`src/rtl/rau_pkg.sv`:
```
// Shared types and constants for the rational arithmetic unit.
`timescale 1ns / 1ps

package rau_pkg;

    localparam int OPERAND_WIDTH_DEF = 16;
    localparam int RES_NUM_W         = 32;
    localparam int RES_DEN_W         = 31;
    localparam int MODE_W            = 2;

    localparam logic [MODE_W-1:0] MODE_ADD = 2'd0;
    localparam logic [MODE_W-1:0] MODE_SUB = 2'd1;
    localparam logic [MODE_W-1:0] MODE_MUL = 2'd2;
    localparam logic [MODE_W-1:0] MODE_DIV = 2'd3;

    localparam logic STATUS_OK      = 1'b0;
    localparam logic STATUS_DIVZERO = 1'b1;

    typedef enum logic {
        OP_GCD,
        OP_DIV
    } iter_op_t;

    typedef struct packed {
        logic     go;
        iter_op_t op;
    } iter_cmd_t;

endpackage

```
`src/rtl/rau_mul.sv`:
```
// Registered signed multiplier shared by the operand cross products.
`timescale 1ns / 1ps

module rau_mul #(
    parameter int W = rau_pkg::OPERAND_WIDTH_DEF
) (
    input  logic                  clk,
    input  logic                  rst_n,
    input  logic signed [W-1:0]   a,
    input  logic signed [W-1:0]   b,
    output logic signed [2*W-1:0] p
);

    logic signed [2*W-1:0] p_reg;

    always_ff @(posedge clk or negedge rst_n)
    begin
        if (!rst_n)
        begin
            p_reg <= '0;
        end
        else
        begin
            p_reg <= a * b;
        end
    end

    assign p = p_reg;

endmodule

```
`src/rtl/rau_iter.sv`:
```
// Iterative binary GCD and restoring divider around one shared subtractor.
`timescale 1ns / 1ps

module rau_iter #(
    parameter int MW = 2 * rau_pkg::OPERAND_WIDTH_DEF - 1
) (
    input  logic               clk,
    input  logic               rst_n,
    input  rau_pkg::iter_cmd_t cmd,
    input  logic [MW-1:0]      opa,
    input  logic [MW-1:0]      opb,
    output logic               done,
    output logic [MW-1:0]      result
);

    localparam int SW = MW + 2;
    localparam int KW = $clog2(MW + 1);

    typedef enum logic [1:0] {
        I_IDLE,
        I_GCD,
        I_DIV
    } istate_t;

    istate_t       st_reg;
    logic [MW-1:0] x_reg;
    logic [MW-1:0] y_reg;
    logic [MW-1:0] r_reg;
    logic [KW-1:0] k_reg;
    logic [KW-1:0] cnt_reg;
    logic          done_reg;
    logic [MW-1:0] res_reg;

    logic [SW-1:0] lhs;
    logic [SW-1:0] rhs;
    logic [SW-1:0] diff;
    logic [SW-1:0] ndiff;
    logic          borrow;
    logic [MW-1:0] x_div_next;

    // shared subtractor: x - y for GCD, shifted remainder - divisor for division
    always_comb
    begin
        lhs = (st_reg == I_DIV) ? {1'b0, r_reg, x_reg[MW-1]} : {2'b00, x_reg};
        rhs = {2'b00, y_reg};
        diff = lhs - rhs;
        ndiff = '0 - diff;
        borrow = diff[SW-1];
        x_div_next = {x_reg[MW-2:0], ~borrow};
    end

    always_ff @(posedge clk or negedge rst_n)
    begin
        if (!rst_n)
        begin
            st_reg   <= I_IDLE;
            x_reg    <= '0;
            y_reg    <= '0;
            r_reg    <= '0;
            k_reg    <= '0;
            cnt_reg  <= '0;
            done_reg <= 1'b0;
            res_reg  <= '0;
        end
        else
        begin
            done_reg <= 1'b0;
            case (st_reg)
                I_IDLE:
                begin
                    if (cmd.go)
                    begin
                        x_reg   <= opa;
                        y_reg   <= opb;
                        r_reg   <= '0;
                        k_reg   <= '0;
                        cnt_reg <= KW'(MW - 1);
                        st_reg  <= (cmd.op == rau_pkg::OP_GCD) ? I_GCD : I_DIV;
                    end
                end
                I_GCD:
                begin
                    if (x_reg == '0)
                    begin
                        res_reg  <= y_reg << k_reg;
                        done_reg <= 1'b1;
                        st_reg   <= I_IDLE;
                    end
                    else if (y_reg == '0)
                    begin
                        res_reg  <= x_reg << k_reg;
                        done_reg <= 1'b1;
                        st_reg   <= I_IDLE;
                    end
                    else if (!x_reg[0] && !y_reg[0])
                    begin
                        x_reg <= x_reg >> 1;
                        y_reg <= y_reg >> 1;
                        k_reg <= k_reg + 1'b1;
                    end
                    else if (!x_reg[0])
                    begin
                        x_reg <= x_reg >> 1;
                    end
                    else if (!y_reg[0])
                    begin
                        y_reg <= y_reg >> 1;
                    end
                    else if (!borrow)
                    begin
                        // odd minus odd is even: halve in the same step
                        x_reg <= diff[MW:1];
                    end
                    else
                    begin
                        y_reg <= ndiff[MW:1];
                    end
                end
                I_DIV:
                begin
                    r_reg <= borrow ? {r_reg[MW-2:0], x_reg[MW-1]} : diff[MW-1:0];
                    x_reg <= x_div_next;
                    if (cnt_reg == '0)
                    begin
                        res_reg  <= x_div_next;
                        done_reg <= 1'b1;
                        st_reg   <= I_IDLE;
                    end
                    else
                    begin
                        cnt_reg <= cnt_reg - 1'b1;
                    end
                end
                default:
                begin
                    st_reg <= I_IDLE;
                end
            endcase
        end
    end

    assign done   = done_reg;
    assign result = res_reg;

    a_go_when_idle: assert property (@(posedge clk) disable iff (!rst_n)
        cmd.go |-> st_reg == I_IDLE)
        else $error("iteration unit started while busy");

    a_done_single: assert property (@(posedge clk) disable iff (!rst_n)
        done_reg |=> !done_reg)
        else $error("done held for more than one cycle");

    a_gcd_nonzero: assert property (@(posedge clk) disable iff (!rst_n)
        st_reg == I_GCD |-> (x_reg != '0 || y_reg != '0))
        else $error("gcd operands both zero");

endmodule

```
`src/rtl/rational_arith_unit_core.sv`:
```
// Top level of the rational arithmetic unit: operand products, sign, reduction, result.
//
//  channel | dir | fields (tdata / tuser, lowest bit first)
//  s_axis  | in  | tdata: a_num, a_den, b_num, b_den, zero pad; tuser: mode
//  m_axis  | out | tdata: res_num, res_den, zero pad;          tuser: status
//
// One transaction at a time: s_axis_tready is high only while idle.
// Per item: cross products, then the binary GCD, then two divisions by the GCD,
// all on MW = 2*OPERAND_WIDTH-1 bit magnitudes.
// The binary GCD loop and the bit-serial divider share one subtractor.
// Bad operands or divide by zero go straight to the output with status set.
// Result waits in the output register until m_axis_tready; asynchronous reset.
`timescale 1ns / 1ps

module rational_arith_unit_core #(
    parameter int OPERAND_WIDTH = rau_pkg::OPERAND_WIDTH_DEF
) (
    input  logic                                  clk,
    input  logic                                  rst_n,
    input  logic                                  s_axis_tvalid,
    output logic                                  s_axis_tready,
    // a_num, a_den, b_num, b_den, zero pad
    input  logic [8*((4*OPERAND_WIDTH+5)/8)-1:0]  s_axis_tdata,
    // mode
    input  logic [rau_pkg::MODE_W-1:0]            s_axis_tuser,
    output logic                                  m_axis_tvalid,
    input  logic                                  m_axis_tready,
    // res_num, res_den, zero pad
    output logic [8*((rau_pkg::RES_NUM_W+rau_pkg::RES_DEN_W+7)/8)-1:0] m_axis_tdata,
    // status
    output logic                                  m_axis_tuser
);

    localparam int W   = OPERAND_WIDTH;
    localparam int PW  = 2 * W;
    localparam int MW  = 2 * W - 1;
    localparam int NW  = rau_pkg::RES_NUM_W;
    localparam int DW  = rau_pkg::RES_DEN_W;
    localparam int ODW = 8 * ((NW + DW + 7) / 8);
    localparam int XW  = (MW + 1 > NW) ? MW + 1 : NW;
    localparam int YW  = (MW > DW) ? MW : DW;

    typedef enum logic [3:0] {
        S_IDLE,
        S_MA,
        S_MB,
        S_MC,
        S_MD,
        S_PREP,
        S_GCD_GO,
        S_GCD_WAIT,
        S_DN_GO,
        S_DN_WAIT,
        S_DD_GO,
        S_DD_WAIT,
        S_OUT
    } state_t;

    state_t                     state_reg;
    logic [rau_pkg::MODE_W-1:0] mode_reg;
    logic signed [W-1:0]        an_reg;
    logic [W-2:0]               ad_reg;
    logic signed [W-1:0]        bn_reg;
    logic [W-2:0]               bd_reg;
    logic signed [PW-1:0]       n_reg;
    logic signed [PW-1:0]       d_reg;
    logic                       neg_reg;
    logic [MW-1:0]              mag_reg;
    logic [MW-1:0]              dm_reg;
    logic [MW-1:0]              g_reg;
    logic [MW-1:0]              qn_reg;
    logic [NW-1:0]              onum_reg;
    logic [DW-1:0]              oden_reg;
    logic                       ostat_reg;

    logic signed [W-1:0]   in_an;
    logic [W-2:0]          in_ad;
    logic signed [W-1:0]   in_bn;
    logic [W-2:0]          in_bd;
    logic                  in_bad;
    logic signed [W-1:0]   ad_ext;
    logic signed [W-1:0]   bd_ext;
    logic signed [W-1:0]   mul_a;
    logic signed [W-1:0]   mul_b;
    logic signed [PW-1:0]  prod;
    logic [PW-1:0]         n_abs;
    logic [PW-1:0]         d_abs;
    rau_pkg::iter_cmd_t    it_cmd;
    logic [MW-1:0]         it_opa;
    logic [MW-1:0]         it_opb;
    logic                  it_done;
    logic [MW-1:0]         it_res;
    logic [XW-1:0]         qn_ext;
    logic [XW-1:0]         num_full;
    logic [YW-1:0]         den_full;

    assign in_an = s_axis_tdata[W-1:0];
    assign in_ad = s_axis_tdata[2*W-2:W];
    assign in_bn = s_axis_tdata[3*W-2:2*W-1];
    assign in_bd = s_axis_tdata[4*W-3:3*W-1];

    assign in_bad = (in_ad == '0) || (in_bd == '0)
                    || (s_axis_tuser == rau_pkg::MODE_DIV && in_bn == '0);

    assign ad_ext = signed'({1'b0, ad_reg});
    assign bd_ext = signed'({1'b0, bd_reg});

    // cross products issued one per cycle: first, second, then ad*bd
    always_comb
    begin
        mul_a = an_reg;
        mul_b = bd_ext;
        case (state_reg)
            S_MA:
            begin
                if (mode_reg == rau_pkg::MODE_MUL)
                begin
                    mul_b = bn_reg;
                end
            end
            S_MB:
            begin
                if (mode_reg == rau_pkg::MODE_MUL)
                begin
                    mul_a = ad_ext;
                    mul_b = bd_ext;
                end
                else if (mode_reg == rau_pkg::MODE_DIV)
                begin
                    mul_a = ad_ext;
                    mul_b = bn_reg;
                end
                else
                begin
                    mul_a = bn_reg;
                    mul_b = ad_ext;
                end
            end
            S_MC:
            begin
                mul_a = ad_ext;
                mul_b = bd_ext;
            end
            default:
            begin
                mul_a = an_reg;
                mul_b = bd_ext;
            end
        endcase
    end

    rau_mul #(
        .W (W)
    ) u_mul (
        .clk   (clk),
        .rst_n (rst_n),
        .a     (mul_a),
        .b     (mul_b),
        .p     (prod)
    );

    always_comb
    begin
        it_cmd.go = 1'b0;
        it_cmd.op = rau_pkg::OP_DIV;
        it_opa    = mag_reg;
        it_opb    = g_reg;
        case (state_reg)
            S_GCD_GO:
            begin
                it_cmd.go = 1'b1;
                it_cmd.op = rau_pkg::OP_GCD;
                it_opb    = dm_reg;
            end
            S_DN_GO:
            begin
                it_cmd.go = 1'b1;
            end
            S_DD_GO:
            begin
                it_cmd.go = 1'b1;
                it_opa    = dm_reg;
            end
            default:
            begin
                it_cmd.go = 1'b0;
            end
        endcase
    end

    rau_iter #(
        .MW (MW)
    ) u_iter (
        .clk    (clk),
        .rst_n  (rst_n),
        .cmd    (it_cmd),
        .opa    (it_opa),
        .opb    (it_opb),
        .done   (it_done),
        .result (it_res)
    );

    assign n_abs    = n_reg[PW-1] ? PW'(-n_reg) : PW'(n_reg);
    assign d_abs    = d_reg[PW-1] ? PW'(-d_reg) : PW'(d_reg);
    assign qn_ext   = XW'(qn_reg);
    assign num_full = neg_reg ? (XW'(0) - qn_ext) : qn_ext;
    assign den_full = YW'(it_res);

    always_ff @(posedge clk or negedge rst_n)
    begin
        if (!rst_n)
        begin
            state_reg <= S_IDLE;
            mode_reg  <= '0;
            an_reg    <= '0;
            ad_reg    <= '0;
            bn_reg    <= '0;
            bd_reg    <= '0;
            n_reg     <= '0;
            d_reg     <= '0;
            neg_reg   <= 1'b0;
            mag_reg   <= '0;
            dm_reg    <= '0;
            g_reg     <= '0;
            qn_reg    <= '0;
            onum_reg  <= '0;
            oden_reg  <= '0;
            ostat_reg <= rau_pkg::STATUS_OK;
        end
        else
        begin
            case (state_reg)
                S_IDLE:
                begin
                    if (s_axis_tvalid)
                    begin
                        mode_reg <= s_axis_tuser;
                        an_reg   <= in_an;
                        ad_reg   <= in_ad;
                        bn_reg   <= in_bn;
                        bd_reg   <= in_bd;
                        if (in_bad)
                        begin
                            onum_reg  <= '0;
                            oden_reg  <= DW'(1);
                            ostat_reg <= rau_pkg::STATUS_DIVZERO;
                            state_reg <= S_OUT;
                        end
                        else
                        begin
                            state_reg <= S_MA;
                        end
                    end
                end
                S_MA:
                begin
                    state_reg <= S_MB;
                end
                S_MB:
                begin
                    n_reg     <= prod;
                    state_reg <= S_MC;
                end
                S_MC:
                begin
                    case (mode_reg)
                        rau_pkg::MODE_ADD: n_reg <= n_reg + prod;
                        rau_pkg::MODE_SUB: n_reg <= n_reg - prod;
                        default:           d_reg <= prod;
                    endcase
                    state_reg <= S_MD;
                end
                S_MD:
                begin
                    if (mode_reg == rau_pkg::MODE_ADD || mode_reg == rau_pkg::MODE_SUB)
                    begin
                        d_reg <= prod;
                    end
                    state_reg <= S_PREP;
                end
                S_PREP:
                begin
                    if (n_reg == '0)
                    begin
                        onum_reg  <= '0;
                        oden_reg  <= DW'(1);
                        ostat_reg <= rau_pkg::STATUS_OK;
                        state_reg <= S_OUT;
                    end
                    else
                    begin
                        neg_reg   <= n_reg[PW-1] ^ d_reg[PW-1];
                        mag_reg   <= n_abs[MW-1:0];
                        dm_reg    <= d_abs[MW-1:0];
                        state_reg <= S_GCD_GO;
                    end
                end
                S_GCD_GO:
                begin
                    state_reg <= S_GCD_WAIT;
                end
                S_GCD_WAIT:
                begin
                    if (it_done)
                    begin
                        g_reg     <= it_res;
                        state_reg <= S_DN_GO;
                    end
                end
                S_DN_GO:
                begin
                    state_reg <= S_DN_WAIT;
                end
                S_DN_WAIT:
                begin
                    if (it_done)
                    begin
                        qn_reg    <= it_res;
                        state_reg <= S_DD_GO;
                    end
                end
                S_DD_GO:
                begin
                    state_reg <= S_DD_WAIT;
                end
                S_DD_WAIT:
                begin
                    if (it_done)
                    begin
                        onum_reg  <= num_full[NW-1:0];
                        oden_reg  <= den_full[DW-1:0];
                        ostat_reg <= rau_pkg::STATUS_OK;
                        state_reg <= S_OUT;
                    end
                end
                S_OUT:
                begin
                    if (m_axis_tready)
                    begin
                        state_reg <= S_IDLE;
                    end
                end
                default:
                begin
                    state_reg <= S_IDLE;
                end
            endcase
        end
    end

    assign s_axis_tready = (state_reg == S_IDLE);
    assign m_axis_tvalid = (state_reg == S_OUT);
    assign m_axis_tdata  = ODW'({oden_reg, onum_reg});
    assign m_axis_tuser  = ostat_reg;

    a_one_in_flight: assert property (@(posedge clk) disable iff (!rst_n)
        m_axis_tvalid |-> !s_axis_tready)
        else $error("input taken while a result is pending");

    a_err_result: assert property (@(posedge clk) disable iff (!rst_n)
        (m_axis_tvalid && ostat_reg == rau_pkg::STATUS_DIVZERO)
            |-> (onum_reg == '0 && oden_reg == DW'(1)))
        else $error("error result is not 0/1");

    a_zero_canon: assert property (@(posedge clk) disable iff (!rst_n)
        (m_axis_tvalid && onum_reg == '0) |-> oden_reg == DW'(1))
        else $error("zero result without unit denominator");

    a_gcd_nonzero: assert property (@(posedge clk) disable iff (!rst_n)
        (state_reg == S_GCD_WAIT && it_done) |=> g_reg != '0)
        else $error("gcd came back zero");

endmodule
```
`config.mk`:
```
export PLATFORM = sky130hd
export DESIGN_NAME = rational_arith_unit_core
export DESIGN_NICKNAME = d
export VERILOG_FILES = /design/src/rtl/rau_pkg.sv /design/src/rtl/rau_mul.sv /design/src/rtl/rau_iter.sv /design/src/rtl/rational_arith_unit_core.sv
export SDC_FILE = /design/constraint.sdc
export NUM_CORES = 2
export LEC_CHECK = 0
export ABC_AREA = 1
export BUFFER_PORTS_ARGS = -buffer_cell sky130_fd_sc_hd__buf_2
export CORE_MARGIN = 1
export CORE_UTILIZATION = 35
export CTS_CLUSTER_DIAMETER = 120
export CTS_CLUSTER_SIZE = 30
export DETAILED_ROUTE_END_ITERATION = 8
export GPL_TIMING_DRIVEN = 0
export HOLD_SLACK_MARGIN = 0.1
export SYNTH_ARGS = -nofsm -noshare
export SYNTH_HDL_FRONTEND = slang
export SYNTH_HIERARCHICAL = 1
export SYNTH_SLANG_ARGS = --single-unit
```
`constraint.sdc`:
```
create_clock -name clk -period 7.1 [get_ports clk]
set_input_delay 0.355 -clock clk [delete_from_list [all_inputs] [get_ports clk]]
set_output_delay 0.355 -clock clk [all_outputs]
set_load 0.02 [all_outputs]
```
==> results.tsv <==
stage	metric	value	unit
critical_path	setup.worst_path.start_class	flip-flop	
yosys	avgSynthCellArea	6.79	µm²
clock_network	numCtsBuffers	22	
global_route	grt_pass1_wl	274000	µm
layout	design.final.nets	7386	
critical_path	crit_top_cell	fa_1	
yosys	synth_fp_nets	7122	
layout	syn_to_final_growth	12.1	%
clock_network	cts_tree	yes	
sta	slew_headroom	33.8	%
placement	gp_congestion	0.996	
route	dr.pass1.iters	8	
global_route	track_usage	27.6	%
critical_path	cp_max_fo	10	
sta	whs	224	ps
route	viasPerCell	5.29	
critical_path	max_stage_delay	680	ps
sta	max_clock_freq	144	MHz
clock_network	clock-root-buffer	clkbuf_16	
clock_network	cts.path.max_buffers	3	
sta	fin_crit	6950	ps
layout	layout-drive-gt1-share	9.37	%
floorplanning	core_area	128000	µm²
floorplanning	io_pins	137	
yosys	synth_flop_cell	dfrtp_1	
critical_path	end_kind	flip-flop	
clock_network	clk_latency	660	ps
sta	finalHoldViolCount	0	
critical_path	worst_path_max_delay_cell	fa_2	
yosys	synth_mux_area_share	0.250	%
yosys	yosys-top-cells-area	dfrtp_1 (27%), nand2_1 (17%), fa_1 (12%), inv_1 (9.0%), nand3_1 (5.0%)	
clock_network	cts.clk_slew.worst_paths	110	ps
placement	hpwl	149000	µm
route	routed_wl	182000	µm
yosys	synth_seq_cells	490	
critical_path	critical_path_class	reg -> reg	
route	wire_per_inst	21.2	µm
sta	fin_worst_skew	82.9	ps
min_path	min_path_cells	5	
yosys	yosys.area_share.simple	31.2	%
route	first_iter_violations	4635	
yosys	synth-compound-area-share	10.7	%
job	drv_cap	0	
yosys	synth_edf_count	0	
yosys	synth_top_family_by_area	simple AND/OR/NAND/NOR gates	
global_route	antenna_found_initial	3	
yosys	netlist_area	45000	µm²
floorplanning	die-height	361	µm
critical_path	timing.rr.end	u_mul/p[28]$_DFF_PN0_	
sta	post-route-period-util	97.8	%
min_path	min_from	m_axis_tready	
floorplanning	rows	131	
critical_path	crit_arrival	7430	ps
global_route	grt_pass1_vias	43783	
min_path	whs_endpoint	state_reg[1]$_DFFE_PN0P_	
critical_path	rr_startpoint	state_reg[0]$_DFFE_PN0P_	
route	drtAntennaViolNets	0	
yosys	yosysUniqueCellTypes	64	
yosys	yosysWarningCount	6	
yosys	synthXorXnorAreaFrac	2.47	%
yosys	synth-seq-area-share	27.2	%
yosys	synth_top_area_share	27.2	%
yosys	synth_top_area_cell	dfrtp_1	
route	drc	0	
global_route	grt_max_degree	113	
floorplanning	die_x	361	µm
clock_network	cts_sinks	490	
floorplanning	start_util	35.3	%
sta	finalSetupViolCount	0	
floorplanning	floorplan.die_area	130000	µm²
global_route	overflow	0	
yosys	synthArstFlopShare	100	%
placement	port_buffers	133	
critical_path	reg2reg_depth	28	
run_status	outcome	complete, no violations	
sta	rsz0062_at_grt	yes	
yosys	synthAdderAreaFrac	16.1	%
critical_path	worstPathRequired	7590	ps
sta	maxSlewViolCount	0	
min_path	min_path_type	in -> reg	
critical_path	reg2reg_setup_slack	150	ps
sta	worst_slew_pin_slew	982	ps
clock_network	htree_levels	1	
yosys	synth_cells	6632	
route	vias	45330	
routing by layer:
layer	share of wire [%]	global-route usage, %	vias up
met5	0.0071	0	-
met4	3.6	8.24	2
met3	8.2	3.71	306
met2	44	43.3	1869
met1	44	39.2	21950
li1	-	-	21203
what timing repair did:
action,4_1_cts,5_1_grt
pin swaps,12,16
setup buffers,29,10
hold buffers,65,0
endpoints found under the hold margin,154,0
endpoints found under the setup margin,25,19
gates resized for setup,169,151
synth_stat cells, drive strengths merged, types with 32 or more instances:
| cell type | n |
|---|---|
| nand2 | 2100 |
| inv | 1130 |
| nor2 | 555 |
| o21ai | 555 |
| dfrtp | 490 |
| nand3 | 471 |
| fa | 264 |
| clkbuf | 177 |
| ha | 156 |
| a21oi | 139 |
| xor2 | 110 |
| nand4 | 88 |
| buf | 87 |
| nor3 | 42 |
| o22ai | 35 |
| o221ai | 32 |
critical path, delay by kind of cell, from the launching register on:
kind | cells | cell delay, ps
DFF | 1 | 360
adders and majority gates | 7 | 3430
and+or+nand+nor | 6 | 790
buffers and inverters | 9 | 1210
AOI/OAI and AO/OA | 6 | 970
layout by cell type (no fill, tap or decap), types with 17 or more instances in the layout:
cell           instances
a21oi_1              126
a31oi_1               28
buf_1                 20
buf_2                175
buf_4                 69
clkbuf_1             107
clkbuf_16             22
clkbuf_2              18
clkbuf_4              17
dfrtp_1              488
dlygate4sd3_1         65
fa_1                 253
ha_1                 139
inv_1               1081
inv_2                 45
nand2_1             2033
nand2_2               59
nand3_1              446
nand3_2               20
nand4_1               88
nor2_1               496
nor2_2                31
nor2_4                26
nor3_1                36
o211ai_1              20
o21ai_0              435
o21ai_1              117
o221ai_1              28
o22ai_1               34
or2_2                 23
xor2_1               107
cell type report:
type,instances,area [µm²]
well taps,1662,2080
flip-flops and latches,490,12300
inverters,1137,4280
multi-input cells,4740,27900
fillers,13669,77000
plain buffers,264,1470
repair buffers,241,1790
diodes,5,12.5
clock buffers,22,551
clock inverters,8,113
metrics by stage:
step | area, µm² | setup WS [ps] | instances | setup TNS [ps] | utilization, %
2_1_floorplan | 45000 | 522 | 6632 | 0 | -
5_1_grt | 50500 | -24.9 | 8564 | -51.5 | 39.6
4_1_cts | 50000 | 15.9 | 8554 | 0 | 39.2
3_3_place_gp | 47800 | -4900 | 8427 | -2410130 | 37.5
3_5_place_dp | 47900 | -2240 | 8431 | -37780 | 37.6
6_report | 50500 | 153 | 8569 | 0 | 39.6
cell families after synthesis:
kind of cell	after synthesis
AO/OA/AOI/OAI	867
XOR/XNOR	125
adder cells (fa/ha/maj)	420
buffers and inverters	1402
flip-flops	490
multiplexers	10
other	1
AND/OR/NAND/NOR	3317
worst max-delay path by stage:
stage / start / to / slack [ps] / cells after the start
2_1_floorplan: state_reg[0]$_DFFE_PN0P_ / u_mul/p[31]$_DFF_PN0_ / 520 / 28
3_3_place_gp: rst_n / u_iter/k_reg[3]$_DFFE_PN0P_ / -4900 / 1
3_5_place_dp: state_reg[0]$_DFFE_PN0P_ / u_mul/p[23]$_DFF_PN0_ / -2240 / 31
4_1_cts: state_reg[0]$_DFFE_PN0P_ / u_mul/p[30]$_DFF_PN0_ / 20 / 28
5_1_grt: state_reg[0]$_DFFE_PN0P_ / u_mul/p[19]$_DFF_PN0_ / -20 / 28
6_report: state_reg[0]$_DFFE_PN0P_ / u_mul/p[28]$_DFF_PN0_ / 150 / 28
Power is left out: the tool's default activity adds up to more than one toggle a clock period on the data nets, which glitch-free logic cannot reach.
